## src/sv/rexp_pkg.sv

```systemverilog
// Rule expression tokenizer package: character codes, token and fault codes,
// result item and configuration types, and result-list helpers.
// No dependencies.
package rexp_pkg;

  localparam int unsigned ARITH_N  = 6;
  localparam int unsigned ARITH_W  = 8 * ARITH_N;
  localparam int unsigned CFG_W    = ARITH_W;
  localparam int unsigned CFG_IW   = 2;
  localparam int unsigned MAX_PUSH = 2;
  localparam int unsigned RQ_DEPTH = 4;
  localparam int unsigned RQ_AW    = $clog2(RQ_DEPTH);
  localparam int unsigned TUSER_W  = 9;

  localparam logic [7:0] CH_SPACE = 8'h20;
  localparam logic [7:0] CH_CR    = 8'h0D;
  localparam logic [7:0] CH_TAB   = 8'h09;
  localparam logic [7:0] CH_LF    = 8'h0A;
  localparam logic [7:0] CH_US    = 8'h5F;
  localparam logic [7:0] CH_LBRK  = 8'h5B;
  localparam logic [7:0] CH_RBRK  = 8'h5D;
  localparam logic [7:0] CH_AMP   = 8'h26;
  localparam logic [7:0] CH_BAR   = 8'h7C;
  localparam logic [7:0] CH_BANG  = 8'h21;
  localparam logic [7:0] CH_EQ    = 8'h3D;
  localparam logic [7:0] CH_LT    = 8'h3C;
  localparam logic [7:0] CH_GT    = 8'h3E;
  localparam logic [7:0] CH_DOT   = 8'h2E;
  localparam logic [7:0] CH_LPAR  = 8'h28;
  localparam logic [7:0] CH_RPAR  = 8'h29;
  localparam logic [7:0] CH_D0    = 8'h30;
  localparam logic [7:0] CH_D9    = 8'h39;
  localparam logic [7:0] CH_LA    = 8'h61;
  localparam logic [7:0] CH_LZ    = 8'h7A;
  localparam logic [7:0] CH_UA    = 8'h41;
  localparam logic [7:0] CH_UZ    = 8'h5A;

  typedef enum logic [3:0] {
    KIND_ARITH   = 4'd0,
    KIND_BOOL    = 4'd1,
    KIND_COMPARE = 4'd2,
    KIND_STRING  = 4'd3,
    KIND_NUMBER  = 4'd4,
    KIND_LPAREN  = 4'd5,
    KIND_RPAREN  = 4'd6,
    KIND_IDENT   = 4'd7,
    KIND_SEP     = 4'd8,
    KIND_ARRAY   = 4'd9
  } kind_e;

  typedef enum logic [2:0] {
    FLT_NONE     = 3'd0,
    FLT_UNKNOWN  = 3'd1,
    FLT_BOOL     = 3'd2,
    FLT_ARITH    = 3'd3,
    FLT_STRING   = 3'd4,
    FLT_ARRAY    = 3'd5,
    FLT_COMPARE  = 3'd6
  } fault_e;

  typedef enum logic [CFG_IW-1:0] {
    CFG_ARITH    = 2'd0,
    CFG_QUOTE    = 2'd1,
    CFG_LIST_SEP = 2'd2,
    CFG_CMD_SEP  = 2'd3
  } cfg_idx_e;

  typedef struct packed {
    logic [ARITH_W-1:0] arith;
    logic [7:0]         quote;
    logic [7:0]         list_sep;
    logic [7:0]         cmd_sep;
  } cfg_t;

  localparam cfg_t CFG_RESET = '{
    arith:    48'h255E2A2F2D2B,
    quote:    8'h22,
    list_sep: 8'h2C,
    cmd_sep:  8'h3B
  };

  typedef struct packed {
    kind_e      kind;
    logic [7:0] lexeme;
    logic       byte_valid;
    logic       token_done;
    fault_e     fault;
    logic       expr_done;
  } res_t;

  typedef struct packed {
    logic [1:0] cnt;
    res_t       r0;
    res_t       r1;
  } res_list_t;

  function automatic res_t mk_res(kind_e kind, logic [7:0] lexeme, logic bv,
                                  logic done, fault_e flt, logic edone);
    res_t r;
    r.kind       = kind;
    r.lexeme     = lexeme;
    r.byte_valid = bv;
    r.token_done = done;
    r.fault      = flt;
    r.expr_done  = edone;
    return r;
  endfunction

  function automatic res_t mk_fault(fault_e flt, kind_e kind);
    return mk_res(kind, 8'd0, 1'b0, 1'b1, flt, 1'b1);
  endfunction

  function automatic res_list_t push(res_list_t l, res_t r);
    res_list_t o;
    o = l;
    if (l.cnt == 2'd0) begin
      o.r0 = r;
    end else begin
      o.r1 = r;
    end
    o.cnt = l.cnt + 2'd1;
    return o;
  endfunction

endpackage

```

## src/sv/rule_expression_tokenizer.sv

```systemverilog
// Rule expression tokenizer top level: configuration registers, tokenizer
// step and result queue. Uses rexp_pkg, rexp_lex, rexp_resq.
// The result items of an accepted character are queued for the master side.
// Throughput: one character per cycle while the four-entry result
// queue has room for two items; a character yields up to two result items,
// drained one per cycle while m_axis_tready is high. Reset clears the scan
// mode, lookahead, fault skip and queue, and restores the register defaults.
module rule_expression_tokenizer import rexp_pkg::*; (
  input  logic               clk_i,
  input  logic               rst_ni,
  input  logic               cfg_we_i,
  input  logic [CFG_IW-1:0]  cfg_idx_i,
  input  logic [CFG_W-1:0]   cfg_data_i,
  input  logic               s_axis_tvalid,
  output logic               s_axis_tready,
  input  logic [7:0]         s_axis_tdata,   // [7:0] in_char
  input  logic               s_axis_tlast,
  output logic               m_axis_tvalid,
  input  logic               m_axis_tready,
  output logic [7:0]         m_axis_tdata,   // [7:0] lexeme_byte
  output logic [TUSER_W-1:0] m_axis_tuser,   // [3:0] token_kind, [4] byte_valid,
                                             // [5] token_done, [8:6] fault
  output logic               m_axis_tlast
);

  cfg_t      cfg_q;
  logic      fire;
  res_list_t res;
  res_t      head;

  always_ff @(posedge clk_i or negedge rst_ni) begin
    if (!rst_ni) begin
      cfg_q <= CFG_RESET;
    end else if (cfg_we_i) begin
      unique case (cfg_idx_e'(cfg_idx_i))
        CFG_ARITH:    cfg_q.arith    <= cfg_data_i[ARITH_W-1:0];
        CFG_QUOTE:    cfg_q.quote    <= cfg_data_i[7:0];
        CFG_LIST_SEP: cfg_q.list_sep <= cfg_data_i[7:0];
        CFG_CMD_SEP:  cfg_q.cmd_sep  <= cfg_data_i[7:0];
      endcase
    end
  end

  assign fire = s_axis_tvalid & s_axis_tready;

  rexp_lex u_lex (
    .clk_i   (clk_i),
    .rst_ni  (rst_ni),
    .cfg_i   (cfg_q),
    .fire_i  (fire),
    .char_i  (s_axis_tdata),
    .final_i (s_axis_tlast),
    .res_o   (res)
  );

  rexp_resq u_resq (
    .clk_i   (clk_i),
    .rst_ni  (rst_ni),
    .push_i  (fire),
    .res_i   (res),
    .room_o  (s_axis_tready),
    .valid_o (m_axis_tvalid),
    .ready_i (m_axis_tready),
    .head_o  (head)
  );

  assign m_axis_tdata = head.lexeme;
  assign m_axis_tuser = {head.fault, head.token_done, head.byte_valid, head.kind};
  assign m_axis_tlast = head.expr_done;

endmodule

```

## src/sv/rexp_lex.sv

```systemverilog
// Tokenizer step: scan mode, one-character lookahead and fault skip state,
// producing up to two result items per accepted character. Uses rexp_pkg.
module rexp_lex import rexp_pkg::*; (
  input  logic       clk_i,
  input  logic       rst_ni,
  input  cfg_t       cfg_i,
  input  logic       fire_i,
  input  logic [7:0] char_i,
  input  logic       final_i,
  output res_list_t  res_o
);

  typedef enum logic [10:0] {
    M_IDLE   = 11'b000_0000_0001,
    M_NUMBER = 11'b000_0000_0010,
    M_IDENT  = 11'b000_0000_0100,
    M_STRING = 11'b000_0000_1000,
    M_ARRAY  = 11'b000_0001_0000,
    M_AMP    = 11'b000_0010_0000,
    M_BAR    = 11'b000_0100_0000,
    M_BANG   = 11'b000_1000_0000,
    M_LT     = 11'b001_0000_0000,
    M_GT     = 11'b010_0000_0000,
    M_EQ     = 11'b100_0000_0000
  } mode_e;

  typedef struct packed {
    logic       emit;
    res_t       r;
    mode_e      mode;
    logic       hv;
    logic [7:0] hc;
    logic       flt;
  } start_t;

  function automatic logic is_ws(logic [7:0] c);
    return c == CH_SPACE || c == CH_CR || c == CH_TAB || c == CH_LF;
  endfunction

  function automatic logic is_dig(logic [7:0] c);
    return c >= CH_D0 && c <= CH_D9;
  endfunction

  function automatic logic is_alpha(logic [7:0] c);
    return (c >= CH_LA && c <= CH_LZ) || (c >= CH_UA && c <= CH_UZ);
  endfunction

  function automatic logic is_word(logic [7:0] c);
    return is_alpha(c) || is_dig(c) || c == CH_US;
  endfunction

  function automatic logic is_num(logic [7:0] c);
    return is_dig(c) || c == CH_DOT;
  endfunction

  function automatic logic is_arith(logic [7:0] c, logic [ARITH_W-1:0] ops);
    logic hit;
    hit = 1'b0;
    for (int i = 0; i < ARITH_N; i++) begin
      if (ops[8*i +: 8] == c) hit = 1'b1;
    end
    return hit;
  endfunction

  function automatic start_t lex_start(logic [7:0] c, logic fin, cfg_t cfg);
    start_t s;
    s.emit = 1'b0;
    s.r    = mk_res(KIND_ARITH, 8'd0, 1'b0, 1'b0, FLT_NONE, 1'b0);
    s.mode = M_IDLE;
    s.hv   = 1'b0;
    s.hc   = c;
    s.flt  = 1'b0;
    if (is_ws(c)) begin
      s.emit = 1'b0;
    end else if (is_arith(c, cfg.arith)) begin
      s.emit = 1'b1;
      if (fin) begin
        s.r   = mk_fault(FLT_ARITH, KIND_ARITH);
        s.flt = 1'b1;
      end else begin
        s.r = mk_res(KIND_ARITH, c, 1'b1, 1'b1, FLT_NONE, 1'b0);
      end
    end else if (c == CH_AMP || c == CH_BAR || c == CH_BANG) begin
      if (fin) begin
        s.emit = 1'b1;
        s.r    = mk_fault(FLT_BOOL, KIND_BOOL);
        s.flt  = 1'b1;
      end else begin
        s.mode = (c == CH_AMP) ? M_AMP : (c == CH_BAR) ? M_BAR : M_BANG;
      end
    end else if (c == CH_LBRK) begin
      if (fin) begin
        s.emit = 1'b1;
        s.r    = mk_fault(FLT_ARRAY, KIND_ARRAY);
        s.flt  = 1'b1;
      end else begin
        s.mode = M_ARRAY;
      end
    end else if (c == cfg.quote) begin
      if (fin) begin
        s.emit = 1'b1;
        s.r    = mk_fault(FLT_STRING, KIND_STRING);
        s.flt  = 1'b1;
      end else begin
        s.mode = M_STRING;
      end
    end else if (is_num(c)) begin
      if (fin) begin
        s.emit = 1'b1;
        s.r    = mk_res(KIND_NUMBER, c, 1'b1, 1'b1, FLT_NONE, 1'b0);
      end else begin
        s.hv   = 1'b1;
        s.mode = M_NUMBER;
      end
    end else if (c == CH_LPAR) begin
      s.emit = 1'b1;
      s.r    = mk_res(KIND_LPAREN, c, 1'b1, 1'b1, FLT_NONE, 1'b0);
    end else if (c == CH_RPAR) begin
      s.emit = 1'b1;
      s.r    = mk_res(KIND_RPAREN, c, 1'b1, 1'b1, FLT_NONE, 1'b0);
    end else if (c == CH_LT || c == CH_GT || c == CH_EQ) begin
      if (fin) begin
        s.emit = 1'b1;
        s.r    = mk_fault(FLT_COMPARE, KIND_COMPARE);
        s.flt  = 1'b1;
      end else begin
        s.mode = (c == CH_LT) ? M_LT : (c == CH_GT) ? M_GT : M_EQ;
      end
    end else if (is_alpha(c) || c == CH_US) begin
      if (fin) begin
        s.emit = 1'b1;
        s.r    = mk_res(KIND_IDENT, c, 1'b1, 1'b1, FLT_NONE, 1'b0);
      end else begin
        s.hv   = 1'b1;
        s.mode = M_IDENT;
      end
    end else if (c == cfg.list_sep || c == cfg.cmd_sep) begin
      s.emit = 1'b1;
      s.r    = mk_res(KIND_SEP, c, 1'b1, 1'b1, FLT_NONE, 1'b0);
    end else begin
      s.emit = 1'b1;
      s.r    = mk_fault(FLT_UNKNOWN, KIND_ARITH);
      s.flt  = 1'b1;
    end
    return s;
  endfunction

  mode_e      mode_q, mode_d;
  logic       hv_q, hv_d;
  logic [7:0] hc_q, hc_d;
  logic       lat_q, lat_d;

  start_t     st;
  res_list_t  res;
  logic       flt;
  logic       do_start;
  kind_e      wk;
  logic       wm;
  kind_e      qk;
  fault_e     qcode;
  logic       closer;
  logic [7:0] want;
  logic [7:0] op;

  assign st   = lex_start(char_i, final_i, cfg_i);
  assign wk   = (mode_q == M_NUMBER) ? KIND_NUMBER : KIND_IDENT;
  assign wm   = (mode_q == M_NUMBER) ? is_num(char_i) : is_word(char_i);
  assign qk   = (mode_q == M_STRING) ? KIND_STRING : KIND_ARRAY;
  assign qcode = (mode_q == M_STRING) ? FLT_STRING : FLT_ARRAY;
  assign closer = (mode_q == M_STRING) ? (char_i == cfg_i.quote) : (char_i == CH_RBRK);
  assign want = (mode_q == M_AMP) ? CH_AMP : CH_BAR;
  assign op   = (mode_q == M_LT) ? CH_LT : CH_GT;

  always_comb begin
    res      = '0;
    mode_d   = M_IDLE;
    hv_d     = hv_q;
    hc_d     = hc_q;
    lat_d    = lat_q;
    flt      = 1'b0;
    do_start = 1'b0;
    if (lat_q) begin
      mode_d = mode_q;
      if (final_i) lat_d = 1'b0;
    end else begin
      unique case (mode_q)
        M_NUMBER, M_IDENT: begin
          if (wm) begin
            if (hv_q) res = push(res, mk_res(wk, hc_q, 1'b1, 1'b0, FLT_NONE, 1'b0));
            hc_d   = char_i;
            hv_d   = 1'b1;
            mode_d = mode_q;
            if (final_i) begin
              res    = push(res, mk_res(wk, char_i, 1'b1, 1'b1, FLT_NONE, 1'b0));
              hv_d   = 1'b0;
              mode_d = M_IDLE;
            end
          end else begin
            res = push(res, mk_res(wk, hv_q ? hc_q : 8'd0, hv_q, 1'b1, FLT_NONE, 1'b0));
            do_start = 1'b1;
          end
        end
        M_STRING, M_ARRAY: begin
          if (closer) begin
            res  = push(res, mk_res(qk, hv_q ? hc_q : 8'd0, hv_q, 1'b1, FLT_NONE, 1'b0));
            hv_d = 1'b0;
          end else if (final_i) begin
            res  = push(res, mk_fault(qcode, qk));
            hv_d = 1'b0;
            flt  = 1'b1;
          end else begin
            if (hv_q) res = push(res, mk_res(qk, hc_q, 1'b1, 1'b0, FLT_NONE, 1'b0));
            hc_d   = char_i;
            hv_d   = 1'b1;
            mode_d = mode_q;
          end
        end
        M_AMP, M_BAR: begin
          hv_d = 1'b0;
          if (char_i == want) begin
            res = push(res, mk_res(KIND_BOOL, want, 1'b1, 1'b0, FLT_NONE, 1'b0));
            res = push(res, mk_res(KIND_BOOL, want, 1'b1, 1'b1, FLT_NONE, 1'b0));
          end else begin
            res = push(res, mk_fault(FLT_BOOL, KIND_BOOL));
            flt = 1'b1;
          end
        end
        M_BANG: begin
          hv_d = 1'b0;
          if (char_i == CH_EQ) begin
            res = push(res, mk_res(KIND_COMPARE, CH_BANG, 1'b1, 1'b0, FLT_NONE, 1'b0));
            res = push(res, mk_res(KIND_COMPARE, CH_EQ, 1'b1, 1'b1, FLT_NONE, 1'b0));
          end else if (char_i == CH_BANG || is_ws(char_i) || is_word(char_i) ||
                       char_i == CH_LPAR) begin
            res = push(res, mk_res(KIND_BOOL, CH_BANG, 1'b1, 1'b1, FLT_NONE, 1'b0));
            do_start = 1'b1;
          end else begin
            res = push(res, mk_fault(FLT_BOOL, KIND_BOOL));
            flt = 1'b1;
          end
        end
        M_LT, M_GT: begin
          hv_d = 1'b0;
          if (char_i == CH_EQ) begin
            res = push(res, mk_res(KIND_COMPARE, op, 1'b1, 1'b0, FLT_NONE, 1'b0));
            res = push(res, mk_res(KIND_COMPARE, CH_EQ, 1'b1, 1'b1, FLT_NONE, 1'b0));
          end else begin
            res = push(res, mk_res(KIND_COMPARE, op, 1'b1, 1'b1, FLT_NONE, 1'b0));
            do_start = 1'b1;
          end
        end
        M_EQ: begin
          hv_d = 1'b0;
          if (char_i == CH_EQ) begin
            res = push(res, mk_res(KIND_COMPARE, CH_EQ, 1'b1, 1'b0, FLT_NONE, 1'b0));
            res = push(res, mk_res(KIND_COMPARE, CH_EQ, 1'b1, 1'b1, FLT_NONE, 1'b0));
          end else begin
            res = push(res, mk_fault(FLT_COMPARE, KIND_COMPARE));
            flt = 1'b1;
          end
        end
        default: begin
          do_start = 1'b1;
        end
      endcase

      if (do_start) begin
        if (st.emit) res = push(res, st.r);
        mode_d = st.mode;
        hv_d   = st.hv;
        hc_d   = st.hc;
        flt    = st.flt;
      end

      if (final_i) begin
        mode_d = M_IDLE;
        hv_d   = 1'b0;
        if (res.cnt == 2'd2) begin
          res.r1.expr_done = 1'b1;
        end else if (res.cnt == 2'd1) begin
          res.r0.expr_done = 1'b1;
        end else begin
          res = push(res, mk_res(KIND_ARITH, 8'd0, 1'b0, 1'b0, FLT_NONE, 1'b1));
        end
      end
      lat_d = flt & ~final_i;
    end
  end

  always_ff @(posedge clk_i or negedge rst_ni) begin
    if (!rst_ni) begin
      mode_q <= M_IDLE;
      hv_q   <= 1'b0;
      hc_q   <= 8'd0;
      lat_q  <= 1'b0;
    end else if (fire_i) begin
      mode_q <= mode_d;
      hv_q   <= hv_d;
      hc_q   <= hc_d;
      lat_q  <= lat_d;
    end
  end

  assign res_o = res;

endmodule

```

## src/sv/rexp_resq.sv

```systemverilog
// Result queue: takes up to two result items per cycle from the tokenizer
// step and hands them out one per cycle while ready_i is high. Uses rexp_pkg.
module rexp_resq import rexp_pkg::*; (
  input  logic      clk_i,
  input  logic      rst_ni,
  input  logic      push_i,
  input  res_list_t res_i,
  output logic      room_o,
  output logic      valid_o,
  input  logic      ready_i,
  output res_t      head_o
);

  localparam logic [RQ_AW:0] ROOM_MAX = (RQ_AW+1)'(RQ_DEPTH - MAX_PUSH);

  res_t             mem_q [RQ_DEPTH];
  logic [RQ_AW-1:0] wp_q, wp_d;
  logic [RQ_AW-1:0] rp_q, rp_d;
  logic [RQ_AW:0]   cnt_q, cnt_d;
  logic [RQ_AW:0]   n_push;
  logic             pop;
  logic [RQ_AW-1:0] wp_nxt;

  assign n_push = push_i ? (RQ_AW+1)'(res_i.cnt) : '0;
  assign pop    = valid_o & ready_i;
  assign wp_nxt = wp_q + RQ_AW'(1);
  assign wp_d   = wp_q + n_push[RQ_AW-1:0];
  assign rp_d   = pop ? rp_q + RQ_AW'(1) : rp_q;
  assign cnt_d  = cnt_q + n_push - (RQ_AW+1)'(pop);

  always_ff @(posedge clk_i) begin
    if (push_i && res_i.cnt != 2'd0) mem_q[wp_q] <= res_i.r0;
    if (push_i && res_i.cnt == 2'd2) mem_q[wp_nxt] <= res_i.r1;
  end

  always_ff @(posedge clk_i or negedge rst_ni) begin
    if (!rst_ni) begin
      wp_q  <= '0;
      rp_q  <= '0;
      cnt_q <= '0;
    end else begin
      wp_q  <= wp_d;
      rp_q  <= rp_d;
      cnt_q <= cnt_d;
    end
  end

  assign valid_o = cnt_q != '0;
  assign room_o  = cnt_q <= ROOM_MAX;
  assign head_o  = mem_q[rp_q];

endmodule
```

## config.mk

```make
export PLATFORM = sky130hd
export DESIGN_NAME = rule_expression_tokenizer
export DESIGN_NICKNAME = d
export VERILOG_FILES = /design/src/sv/rexp_pkg.sv /design/src/sv/rule_expression_tokenizer.sv /design/src/sv/rexp_lex.sv /design/src/sv/rexp_resq.sv
export SDC_FILE = /design/constraint.sdc
export NUM_CORES = 1
export LEC_CHECK = 0
export BUFFER_PORTS_ARGS = -buffer_cell sky130_fd_sc_hd__buf_4
export CAP_MARGIN = 20
export CORE_ASPECT_RATIO = 1.2
export CORE_MARGIN = 2
export CORE_UTILIZATION = 45
export DETAILED_ROUTE_END_ITERATION = 12
export GPL_ROUTABILITY_DRIVEN = 0
export PLACE_DENSITY = 0.67
export SLEW_MARGIN = 10
export SYNTH_ARGS = -nofsm -noshare
export SYNTH_HDL_FRONTEND = slang
export SYNTH_HIERARCHICAL = 1
export SYNTH_SLANG_ARGS = --single-unit
```

## constraint.sdc

```tcl
create_clock -name clk_i -period 7.3 [get_ports clk_i]
set_input_delay 0.73 -clock clk_i [delete_from_list [all_inputs] [get_ports clk_i]]
set_output_delay 0.73 -clock clk_i [all_outputs]
set_load 0.005 [all_outputs]
```

* After elaboration in Yosys (flattened, before gate mapping)
Memories as Yosys holds them, arrays and structs flattened.
Cells that the tools add are included.
** Operators by class
- Add/sub/neg operators :: 8
- Order comparisons :: 7
- Eq/ne operators :: 48
- Muxes and demuxes :: 136
- Bitwise operators :: 5
- Reductions and logical operators :: 42
** Operators with widths (number)
- 38-bit 2-to-1 mux :: 17
- 38-bit one-hot mux with 6 select lines :: 1
- 19-bit 2-to-1 mux :: 11
- 31-bit 2-to-1 mux :: 6
- 30-bit 2-to-1 mux :: 6
- 18-bit 2-to-1 mux :: 8
- 37-bit 2-to-1 mux :: 3
- 11-bit 2-to-1 mux :: 9
- 8-bit equality test :: 10
- 8-bit by 6-bit equality test with 1-bit output, second input constant :: 9
- 1-bit 2-to-1 mux :: 50
- 8-bit 2-to-1 mux :: 6
- 12-bit 2-to-1 mux :: 3
- 8-bit by 7-bit equality test with 1-bit output, second input constant :: 4
- 8-bit by 4-bit equality test with 1-bit output, second input constant :: 3
- 11-bit one-hot mux with 2 select lines :: 1
- 8-bit by 7-bit >= comparator with 1-bit output, second input constant :: 2
- 8-bit by 7-bit less-or-equal comparator with 1-bit output, second input constant :: 2
- 1-bit logical OR :: 16
- 4-bit 2-to-1 mux :: 4
- 8-bit one-hot mux with 2 select lines :: 1
- 14-bit 2-to-1 mux :: 1
- 11-bit by 10-bit equality test with 1-bit output, second input constant :: 1
- 11-bit equality test, second input constant :: 1
- 41 further kinds :: 71
** Storage, ports and cells
- Register bits after elaboration :: 100
- Bits in writable memories :: 72
- Output and inout port bits :: 20
- Logic and storage cells :: 258
- Memories kept :: 1
** Memories
- u_resq.mem_q :: depth 4, width 18, read ports 1, clocked after Yosys merged registers in 0, wr ports 2, line rexp_resq.sv:16 : res_t mem_q [RQ_DEPTH];

* Logic depth before layout (Yosys ltp)
Gate-level depths: netlist of the first run.
- Depth in word-level cells :: 33
- Gate-level depth with buffers :: 19
- Depth with buffers taken out :: 17

* Cells and area by module
The synthesis of the first run kept the hierarchy.
** By module, submodules not included
- rexp_lex :: times used 1, cells each 574, area an instance 4230.3 sq um, seq. area each 526.8 sq um
- rexp_resq :: times used 1, cells each 220, area an instance 3990.1 sq um, seq. area each 2337.2 sq um
- rule_expression_tokenizer :: times used 1, cells each 154, area an instance 2726.4 sq um, seq. area each 1844.3 sq um

* Worst setup path before layout of the first run
Ideal clock, no wire load.
- Path kind :: input port to flip-flop
- Start :: in s_axis_tdata[7]
- End :: mem u_resq/mem_q[1][0] (netlist name), enable pin
- Setup time :: 0.392 ns
- Data arrival time :: 4.404 ns
- Required time :: 6.908 ns
- Path slack :: 2.503 ns
- Cell stages on the path :: 14
- Path buffers :: 3
- Path through :: buf_6 or3b_1 buf_2 or3_1 buf_6 a211o_1 nand3_1 inv_1 ha_1 a21oi_1 a211oi_1 mux2_2 nand2_1 nor2_1
** RTL lines
- from (decl) :: line rule_expression_tokenizer.sv:16 : input logic [7:0] s_axis_tdata,
- to (decl) :: line rexp_resq.sv:16

==> results of run 1 <==
[layer usage]
layer	global-route usage, %	share of wire (%)	vias up
met5	0	0	-
met4	10.2	4.2	0
met3	3.37	5.2	71
met2	38.1	49	316
met1	28.0	41	4011
li1	-	-	3698
[logic make-up after synthesis]
family,after synthesis,synth area share [%]
simple gates,273,14.4
mux,177,20.4
flops,172,43.0
compound gates,153,10.3
xor+xnor,84,6.72
buf+inv,79,4.07
fa+ha+maj,10,1.21
[placed cells by master (no fill, tap or decap), types with 6 or more instances in the layout]
cell type / synthesis / final
mux2_2: 122 / 122
buf_4: 8 / 91
edfxtp_1: 72 / 72
dfrtp_1: 65 / 65
xor2_1: 59 / 59
nand2_1: 50 / 50
dfstp_2: 35 / 35
nand3_1: 34 / 34
nor2_1: 34 / 34
a21oi_1: 27 / 27
nor4_1: 27 / 27
nor3_1: 27 / 27
xnor2_1: 25 / 25
mux2_1: 21 / 21
o21ai_0: 18 / 18
mux4_2: 18 / 18
clkbuf_16: 0 / 17
nand4_1: 14 / 14
a211oi_1: 14 / 14
inv_1: 13 / 13
nand2b_1: 13 / 13
mux2_4: 10 / 10
a31oi_1: 9 / 9
ha_1: 9 / 9
or3_1: 8 / 8
or2_2: 7 / 7
o211ai_1: 7 / 7
or4_1: 7 / 7
o31ai_1: 7 / 7
a21oi_2: 7 / 7
and3_1: 6 / 6
o21a_1: 6 / 6
[worst max-delay path by stage]
stage                         start             endpoint  slack, ns  depth (start not counted)
floorplan           s_axis_tdata[7]   u_resq/mem_q[1][0]       2.50                         14
global placement    s_axis_tdata[5]   u_resq/mem_q[0][1]       1.89                         12
detailed placement  s_axis_tdata[5]   u_resq/mem_q[0][9]       1.74                         12
CTS                 u_lex/mode_q[1]  u_resq/mem_q[0][14]       1.99                         11
global route        u_lex/mode_q[7]  u_resq/mem_q[0][14]       1.62                         12
finish              u_lex/mode_q[1]  u_resq/mem_q[0][14]       1.92                         11
[through the flow]
stage	std cells	total power, mW	utilization [%]	setup WS, ns
finish	1326	3.46	51.4	1.92
global route	1326	3.64	51.4	1.62
CTS	1326	3.48	51.4	1.99
detailed placement	1294	2.53	48.8	1.74
global placement	1294	2.51	48.8	1.89
floorplan	948	2.20	-	2.50
[report_power, final]
group          leakage, nW  switching, mW  internal [mW]  total, mW
clock network        0.298          0.481          0.475      0.955
logic                 2.58          0.556          0.557       1.11
registers             1.82          0.161           1.23       1.40
[registers in the layout, summed over array words and instances (netlist names), 2 cells and up]
signal and count:
u_resq/rp_q 2, u_lex/hc_q 8, cfg_q 72, u_resq/wp_q 2, u_lex/mode_q 11, u_resq/cnt_q 3
u_resq/mem_q 72
[cell usage after synthesis (6+ instances only)]
master | instances | area (um^2)
dfrtp_1 | 65 | 1630
o21ai_0 | 18 | 90.1
mux2_4 | 10 | 150
nand2b_1 | 13 | 81.3
mux2_1 | 21 | 236
nand3_1 | 34 | 170
nor3_1 | 27 | 135
o21a_1 | 6 | 45.0
inv_1 | 13 | 48.8
a31oi_1 | 9 | 56.3
buf_4 | 8 | 60.1
mux4_2 | 18 | 405
edfxtp_1 | 72 | 2160
o31ai_1 | 7 | 52.6
nand4_1 | 14 | 87.6
a211oi_1 | 14 | 105
and3_1 | 6 | 37.5
or3_1 | 8 | 50.1
clkbuf_1 | 17 | 63.8
buf_2 | 30 | 150
nor2_1 | 34 | 128
a21oi_1 | 27 | 135
nor4_1 | 27 | 169
nand2_1 | 50 | 188
o211ai_1 | 7 | 52.6
dfstp_2 | 35 | 920
mux2_2 | 122 | 1370
or2_2 | 7 | 43.8
or4_1 | 7 | 52.6
xnor2_1 | 25 | 219
xor2_1 | 59 | 517
nor3b_1 | 6 | 45.0
ha_1 | 9 | 113
a21oi_2 | 7 | 61.3
[worst reg2reg max path, cell delays in order (launching register included)]
cell and delay [ns]:
dfrtp_1 0.42, or4_1 0.60, or4_1 0.65, or3b_1 0.54, nand3_1 0.20, inv_1 0.06
ha_1 0.32, a21oi_1 0.12, a211oi_1 0.70, nand3b_4 0.20, nor2_2 0.88, mux2_2 0.43
[layout make-up]
| cell class | count | area, um^2 | area share, % |
|---|---|---|---|
| Clock buffer | 17 | 425 | 3.47 |
| Clock inverter | 15 | 203 | 1.65 |
| Inverter | 14 | 52.6 | 0.428 |
| Multi-Input combinational cell | 697 | 5800 | 47.3 |
| Sequential cell | 172 | 4710 | 38.4 |
| Tap cell | 320 | 400 | 3.26 |
| Timing Repair Buffer | 91 | 683 | 5.56 |
==> results_dict.tcl, run 1 <==
set metrics [dict create \
    start_util_pct 45.8 \
    worst_slew_pin_slew_ns 1.09 \
    ctsHtreeMaxLevel 4 \
    finalSetupViolations 0 \
    cpMostUsedCell "or4_1" \
    whs_ns 0.183 \
    path_delay_family "simple AND/OR/NAND/NOR gates" \
    drc 0 \
    drv_cap 0 \
    fillers 2192 \
    postCtsSetupRepairBufs 0 \
    drt_pass1_iterations 5 \
    critPathMaxStageDelay_ns 0.88 \
    cp-end-kind "flip-flop" \
    cts.clk_slew.worst_paths_ns 0.08 \
    fin_tns_setup_ns 0 \
    reg2regPathDepth 11 \
    grt_usage_pct 22.3 \
    clockBufferDepth 2 \
    path_cells "or4_1, or4_1, or3b_1, nand3_1, inv_1, ha_1, a21oi_1, a211oi_1, nand3b_4, nor2_2, mux2_2" \
    cts_resized 0 \
    synth_edf_count 72 \
    async_flop_share_pct 58.1 \
    cp_num_buf_inv 1 \
    drive_gt1_share_pct 34.1 \
    clock.fmax_mhz 186 \
    grt_pass1_vias 7955 \
    core_area_um2 23900 \
    wl_per_cell_um 21.2 \
    finalHoldViolations 0 \
    fp.dieW_um 146 \
    rrSetupSlack_ns 1.92 \
    synth_cell_types 89 \
    tritoncts "built" \
    n_antenna_cell 0 \
    drtAntennaViolNets 0 \
    clk_latency_ns 0.45 \
    finalNetCount 1067 \
    fin_worst_skew_ns 0.0181 \
    yosysSeqAreaShare_pct 43.0 \
    grt_pass1_wl_mm 44.5 \
    first_iter_violations 720 \
    reg2reg_to "u_resq/mem_q[0][14]" \
    wl_mm 28.1 \
    hpwl_mm 19.9 \
    crit_fanout 18 \
    ys_warn_count 6 \
    ir_drop_v 0.000170 \
    detail_route.vias_per_cell 6.11 \
    maxSlewViolCount 0 \
    synth-seq-cells 172 \
    grt-ovfl-total 0 \
    root_buffer "clkbuf_16" \
    synth_top_flop_cell "edfxtp_1" \
    p_leak_nw 4.71 \
    avgSynthCellArea_um2 11.5 \
    numCtsBuffers 17 \
    setup.worst_path.class "reg -> reg" \
    antenna_found_initial 0 \
    num_rows 62 \
    rsz0062_at_grt "false" \
    cp-start-kind "flip-flop" \
    hold_buffers 0 \
    io-pin-count 84 \
    place_area_um2 11600 \
    cts_sinks 172 \
    grt_max_degree 74 \
    relSlewSlack_pct 27.1 \
    timing.final.crit_share_pct 73.7 \
    dieArea_um2 25600 \
    rr_startpoint "u_lex/mode_q[1]" \
    cp.required_ns 7.49 \
    p_per_area_nw_per_um2 282 \
    arrival_ns 5.56 \
    area_delta_synth_final_pct 12.2 \
    dieHeight_um 175 \
    synth_cells 948 \
    port_buffers 83 \
    status "completed" \
    stdcell_area_um2 12300 \
    crit_path_top_delay_cell "nor2_2" \
    via_count 8096 \
    min_period_ns 5.38 \
    holdCritPathClass "in -> async" \
    syn_area_um2 10900 \
    syn-num-nets 1022 \
]
No activity file was read; power rests on OpenSTA's default activity.
==> run 2, diff against run 1 <==
clock period = 5.6 ns   (was 7.3 ns; I/O delays follow)
==> run 2 against run 1 <==
  * Via count is 0.19% higher
  * Count of clock-buffer cells in the layout stayed put
  * Sequential power is 30% higher
  * Power is 30% higher
  * Worst hold slack worse by 0.099 ns
  * First-iteration DRC count is 5.1% higher
  * Register-to-register slack worse by 1.3 ns
  * Non-clock buffer count is 16 higher
  * Design area is 0.85% higher
  * Die area stayed put
  * Clock power is 27% higher
  * Critical path type unchanged
==> results_dict.tcl, run 2 (synthesis results as in run 1) <==
set metrics [dict create \
    status "completed" \
    power_mw 4.51 \
    reg2regPathDepth 11 \
    start_util_pct 45.8 \
    fp.dieW_um 146 \
    timing.final.crit_share_pct 89.2 \
    detail_route.vias_per_cell 6.04 \
    fillers 2184 \
    core_area_um2 23900 \
    finalSetupViolations 0 \
    cts_resized 0 \
    p_leak_nw 4.78 \
    first_iter_violations 757 \
    dieHeight_um 175 \
    cp.required_ns 5.79 \
    ir_drop_v 0.000250 \
    ctsHtreeMaxLevel 4 \
    final_cell_mix "mux2_2 (122), buf_4 (107), edfxtp_1 (72)" \
    final_core_util_pct 51.8 \
    setup.worst_path.class "reg -> reg" \
    cts_sinks 172 \
    finalNetCount 1083 \
    hold_buffers 0 \
    grt_usage_pct 22.5 \
    drive_gt1_share_pct 35.1 \
    dieArea_um2 25600 \
    stdcell_area_um2 12400 \
    holdCritPathClass "in -> async" \
    port_buffers 83 \
    place_area_um2 11800 \
    tritoncts "built" \
    n_antenna_cell 0 \
    crit_fanout 18 \
    antenna_found_initial 0 \
    clkPwrFrac_pct 26.9 \
    p_per_area_nw_per_um2 364 \
    root_buffer "clkbuf_16" \
    placed_cells 1310 \
    final_common_cell "mux2_2" \
    num_rows 62 \
    rsz0062_at_grt "false" \
    power_frac_seq_pct 40.3 \
    intPower_mw 2.96 \
    grt_pass1_vias 8051 \
    cp-start-kind "flip-flop" \
    arrival_ns 5.18 \
    critPathMaxStageDelay_ns 0.81 \
    area_delta_synth_final_pct 13.1 \
    worst_slew_pin_slew_ns 1.11 \
    min_period_ns 4.99 \
    postCtsSetupRepairBufs 0 \
    via_count 8111 \
    clk_latency_ns 0.44 \
    fin_tns_setup_ns 0 \
    wl_mm 28.5 \
    crit_path_top_delay_cell "or3b_1" \
    drtAntennaViolNets 0 \
    grt_max_degree 59 \
    relSlewSlack_pct 25.7 \
    clockBufferDepth 2 \
    maxSlewViolCount 0 \
    final_cell_count_no_fill 1342 \
    finalHoldViolations 0 \
    switchingPower_mw 1.54 \
    hpwl_mm 20.3 \
    path_cells "or4_1, or4_1, o31ai_1, a211o_1, inv_1, ha_1, a21oi_1, a22o_1, nand3b_4, or3b_1, mux2_2" \
    drt_pass1_iterations 8 \
    wl_per_cell_um 21.3 \
    cpMostUsedCell "or4_1" \
    power_frac_comb_pct 32.8 \
    fin_worst_skew_ns 0.0189 \
    grt_pass1_wl_mm 45.1 \
    drv_cap 0 \
    io-pin-count 84 \
    whs_ns 0.0836 \
    cts.clk_slew.worst_paths_ns 0.08 \
    drc 0 \
    numCtsBuffers 17 \
    cp-end-kind "flip-flop" \
    grt-ovfl-total 0 \
    reg.largest.list "cfg_q x72, u_resq/mem_q x72, u_lex/mode_q x11" \
    clock.fmax_mhz 200 \
    p_sw_share_pct 34.2 \
    pre_cts_slack_ns 0.573 \
    setup_slack_ns 0.607 \
]
[run 2: cell types whose count changed in the layout (fill, tap and decap cells not counted)]
| cell | change |
|---|---|
| buf_4 | +16 |
| inv_8 | +3 |
| inv_12 | -2 |
| clkinv_8 | -1 |
| clkinvlp_4 | +1 |
| inv_6 | -1 |
[run 2: metal layers]
metal / up-vias / wire (um) / GRT usage, %
met4: 0 / 1530 / 12.0
met1: 3911 / 11600 / 28.1
met3: 92 / 1820 / 4.07
met2: 395 / 13600 / 37.4
li1: 3713 / - / -
met5: - / 0 / 0
[run 2: final timing paths]
check	startpoint	endpoint	slack [ns]
worst max-delay path	u_lex/mode_q[1]	u_resq/mem_q[3][0]	0.61
worst min-delay path	rst_ni	cfg_q[50]	0.08
worst max register to register	u_lex/mode_q[1]	u_resq/mem_q[3][0]	0.61
worst min register to register	cfg_q[50]	cfg_q[50]	0.51
max in group asynchronous	rst_ni	u_resq/cnt_q[1]	4.32
min in group clk_i	cfg_data_i[26]	cfg_q[50]	0.32
[run 2: power by group through the flow]
stage	combinational (mW)	sequential [mW]	clock, mW
6_report	1.48	1.82	1.21
5_1_grt	1.61	1.85	1.28
2_1_floorplan	1.14	1.72	0
4_1_cts	1.48	1.82	1.24
3_3_place_gp	1.46	1.84	0
3_5_place_dp	1.48	1.85	0
[run 2: final cells by class]
class,count,area (um^2),share of cell area (%)
clock buffer,17,425,3.44
clock inverter,15,186,1.51
inverter,14,52.6,0.424
multi-input combinational,697,5800,46.9
sequential,172,4710,38.0
tap,320,400,3.23
timing repair buffer,107,803,6.49
[run 2: worst max-delay path: cells and delay by family, from the launching register on]
kind                       cells  cell delay, ns
and+or+nand+nor                4            2.22
AOI/OAI and AO/OA              4            1.24
DFF                            1            0.43
muxes                          1            0.41
adders and majority gates      1            0.34
buffers and inverters          1            0.09
==> run 3, diff against run 2 <==
CORE_UTILIZATION = 61   (was 45)
MAX_ROUTING_LAYER = met4   (was unset)
PLACE_DENSITY = 0.85   (was 0.67)
==> run 3 against run 2 <==
  * Power up 1.6%
  * Sequential power is essentially flat
  * Non-clock buffer count decreased by 6
  * First-iteration DRC count is 63% higher
  * Worst setup slack worse by 0.027 ns
  * Worst hold slack worse by 0.046 ns
  * Core utilization up 18 points
  * Clock power increased by 4%
  * Die area shrank 26%
  * Flip-flop and latch count did not move
  * Via count rose by 3.4%
  * Critical path type unchanged
  * Count of clock-buffer cells in the layout rose by 1
==> results_dict.tcl, run 3 (synthesis results as in run 1) <==
set metrics [dict create \
    drtAntennaViolNets 0 \
    io-pin-count 84 \
    relSlewSlack_pct 28.2 \
    power_mw 4.58 \
    fin_tns_setup_ns 0 \
    arrival_ns 5.20 \
    cp-end-kind "flip-flop" \
    wl_per_cell_um 22.8 \
    finalHoldViolations 0 \
    fin_worst_skew_ns 0.0138 \
    dieArea_um2 19000 \
    p_per_area_nw_per_um2 374 \
    final_cell_mix "mux2_2 (122), buf_4 (101), edfxtp_1 (72)" \
    finalNetCount 1077 \
    grt_pass1_vias 8474 \
    final_common_cell "mux2_2" \
    ir_drop_v 0.000276 \
    reg2reg_to "u_resq/mem_q[3][3]" \
    cts_sinks 172 \
    drt_pass1_iterations 7 \
    switchingPower_mw 1.56 \
    clockBufferDepth 2 \
    power_frac_comb_pct 32.5 \
    first_iter_violations 1234 \
    min_period_ns 5.02 \
    intPower_mw 3.02 \
    reg.largest.list "cfg_q x72, u_resq/mem_q x72, u_lex/mode_q x11" \
    rsz0062_at_grt "false" \
    root_buffer "clkbuf_16" \
    crit_fanout 18 \
    p_sw_share_pct 34.0 \
    timing.final.crit_share_pct 89.7 \
    status "completed" \
    cp.required_ns 5.78 \
    p_leak_nw 4.77 \
    worst_slew_pin_slew_ns 1.07 \
    area_delta_synth_final_pct 11.8 \
    detail_route.vias_per_cell 6.78 \
    numCtsBuffers 17 \
    holdCritPathClass "in -> async" \
    grt-ovfl-total 0 \
    rrSetupSlack_ns 0.58 \
    drv_cap 0 \
    hold_buffers 0 \
    tritoncts "built" \
    drc 0 \
    rr_startpoint "u_lex/mode_q[1]" \
    core_area_um2 17600 \
    ctsHtreeMaxLevel 4 \
    port_buffers 83 \
    finalSetupViolations 0 \
    grt_max_degree 77 \
    fp.dieW_um 126 \
    reg2regPathDepth 11 \
    via_count 8386 \
    n_antenna_cell 0 \
    cts_resized 0 \
    num_rows 53 \
    hpwl_mm 19.8 \
    cp-start-kind "flip-flop" \
    grt_usage_pct 31.1 \
    setup.worst_path.class "reg -> reg" \
    dieHeight_um 151 \
    setup.worst_path.start "u_lex/mode_q[1]" \
    maxSlewViolCount 0 \
    grt_pass1_wl_mm 44.7 \
    power_frac_seq_pct 40.0 \
    critPathCapture "u_resq/mem_q[3][3]" \
    clk_latency_ns 0.44 \
    cts.clk_slew.worst_paths_ns 0.07 \
    antenna_found_initial 0 \
    wl_mm 28.2 \
    clock.fmax_mhz 199 \
    start_util_pct 62.3 \
    drive_gt1_share_pct 34.7 \
    postCtsSetupRepairBufs 0 \
    clkPwrFrac_pct 27.5 \
]
run 3: how the worst min path moves through the flow:
| stage | startpoint | slack [ns] | cells after the start | end |
|---|---|---|---|---|
| floorplan | rst_ni | 0.26 | 0 | cfg_q[12] |
| global placement | cfg_q[54] | 0.49 | 1 | cfg_q[54] |
| detailed placement | cfg_q[48] | 0.50 | 1 | cfg_q[48] |
| CTS | rst_ni | 0.04 | 1 | u_lex/lat_q |
| global route | rst_ni | 0.06 | 1 | u_lex/lat_q |
| finish | rst_ni | 0.04 | 1 | u_lex/mode_q[6] |
run 3: power groups by stage:
stage	Clock [mW]	Sequential, mW	Combinational (mW)
finish	1.26	1.83	1.49
CTS	1.28	1.83	1.48
detailed placement	0	1.85	1.46
global route	1.33	1.86	1.60
global placement	0	1.84	1.42
floorplan	0	1.72	1.14
run 3: final cells by class:
class / instances / area [um^2]
flip-flops and latches: 172 / 4710
repair buffers: 101 / 758
fillers: 1262 / 5340
clock inverters: 14 / 188
well taps: 220 / 275
clock buffers: 18 / 450
inverters: 14 / 52.6
multi-input cells: 697 / 5800
run 3: layer usage:
layer / routed length (um) / GRT usage, % / vias to the layer above
li1: - / - / 3721
met3: 2390 / 5.47 / 124
met1: 10500 / 36.8 / 4014
met5: 0 / - / -
met2: 13900 / 52.3 / 527
met4: 1330 / 14.4 / 0
run 3: critical path, stage by stage, from the launching register on:
cell and delay, ns:
dfrtp_1 0.43, or4_1 0.59, or4_1 0.63, or3b_1 0.49, nand3_1 0.20, inv_1 0.07, ha_1 0.32, a21oi_1 0.24
a22o_1 0.33, nand3b_4 0.23, or3b_1 0.83, mux2_2 0.43
run 3: per-stage QoR:
stage | instances | hold slack, ns | area (um^2) | utilization, % | setup WS, ns
after floorplan | 948 | 0.264 | 10900 | - | 0.973
after global placement | 1204 | 0.487 | 11600 | 66.0 | 0.659
after detailed placement | 1204 | 0.496 | 11600 | 66.0 | 0.556
after CTS | 1236 | 0.0352 | 12200 | 69.6 | 0.662
after global routing | 1236 | 0.0575 | 12200 | 69.6 | 0.368
final | 1236 | 0.0372 | 12200 | 69.6 | 0.580
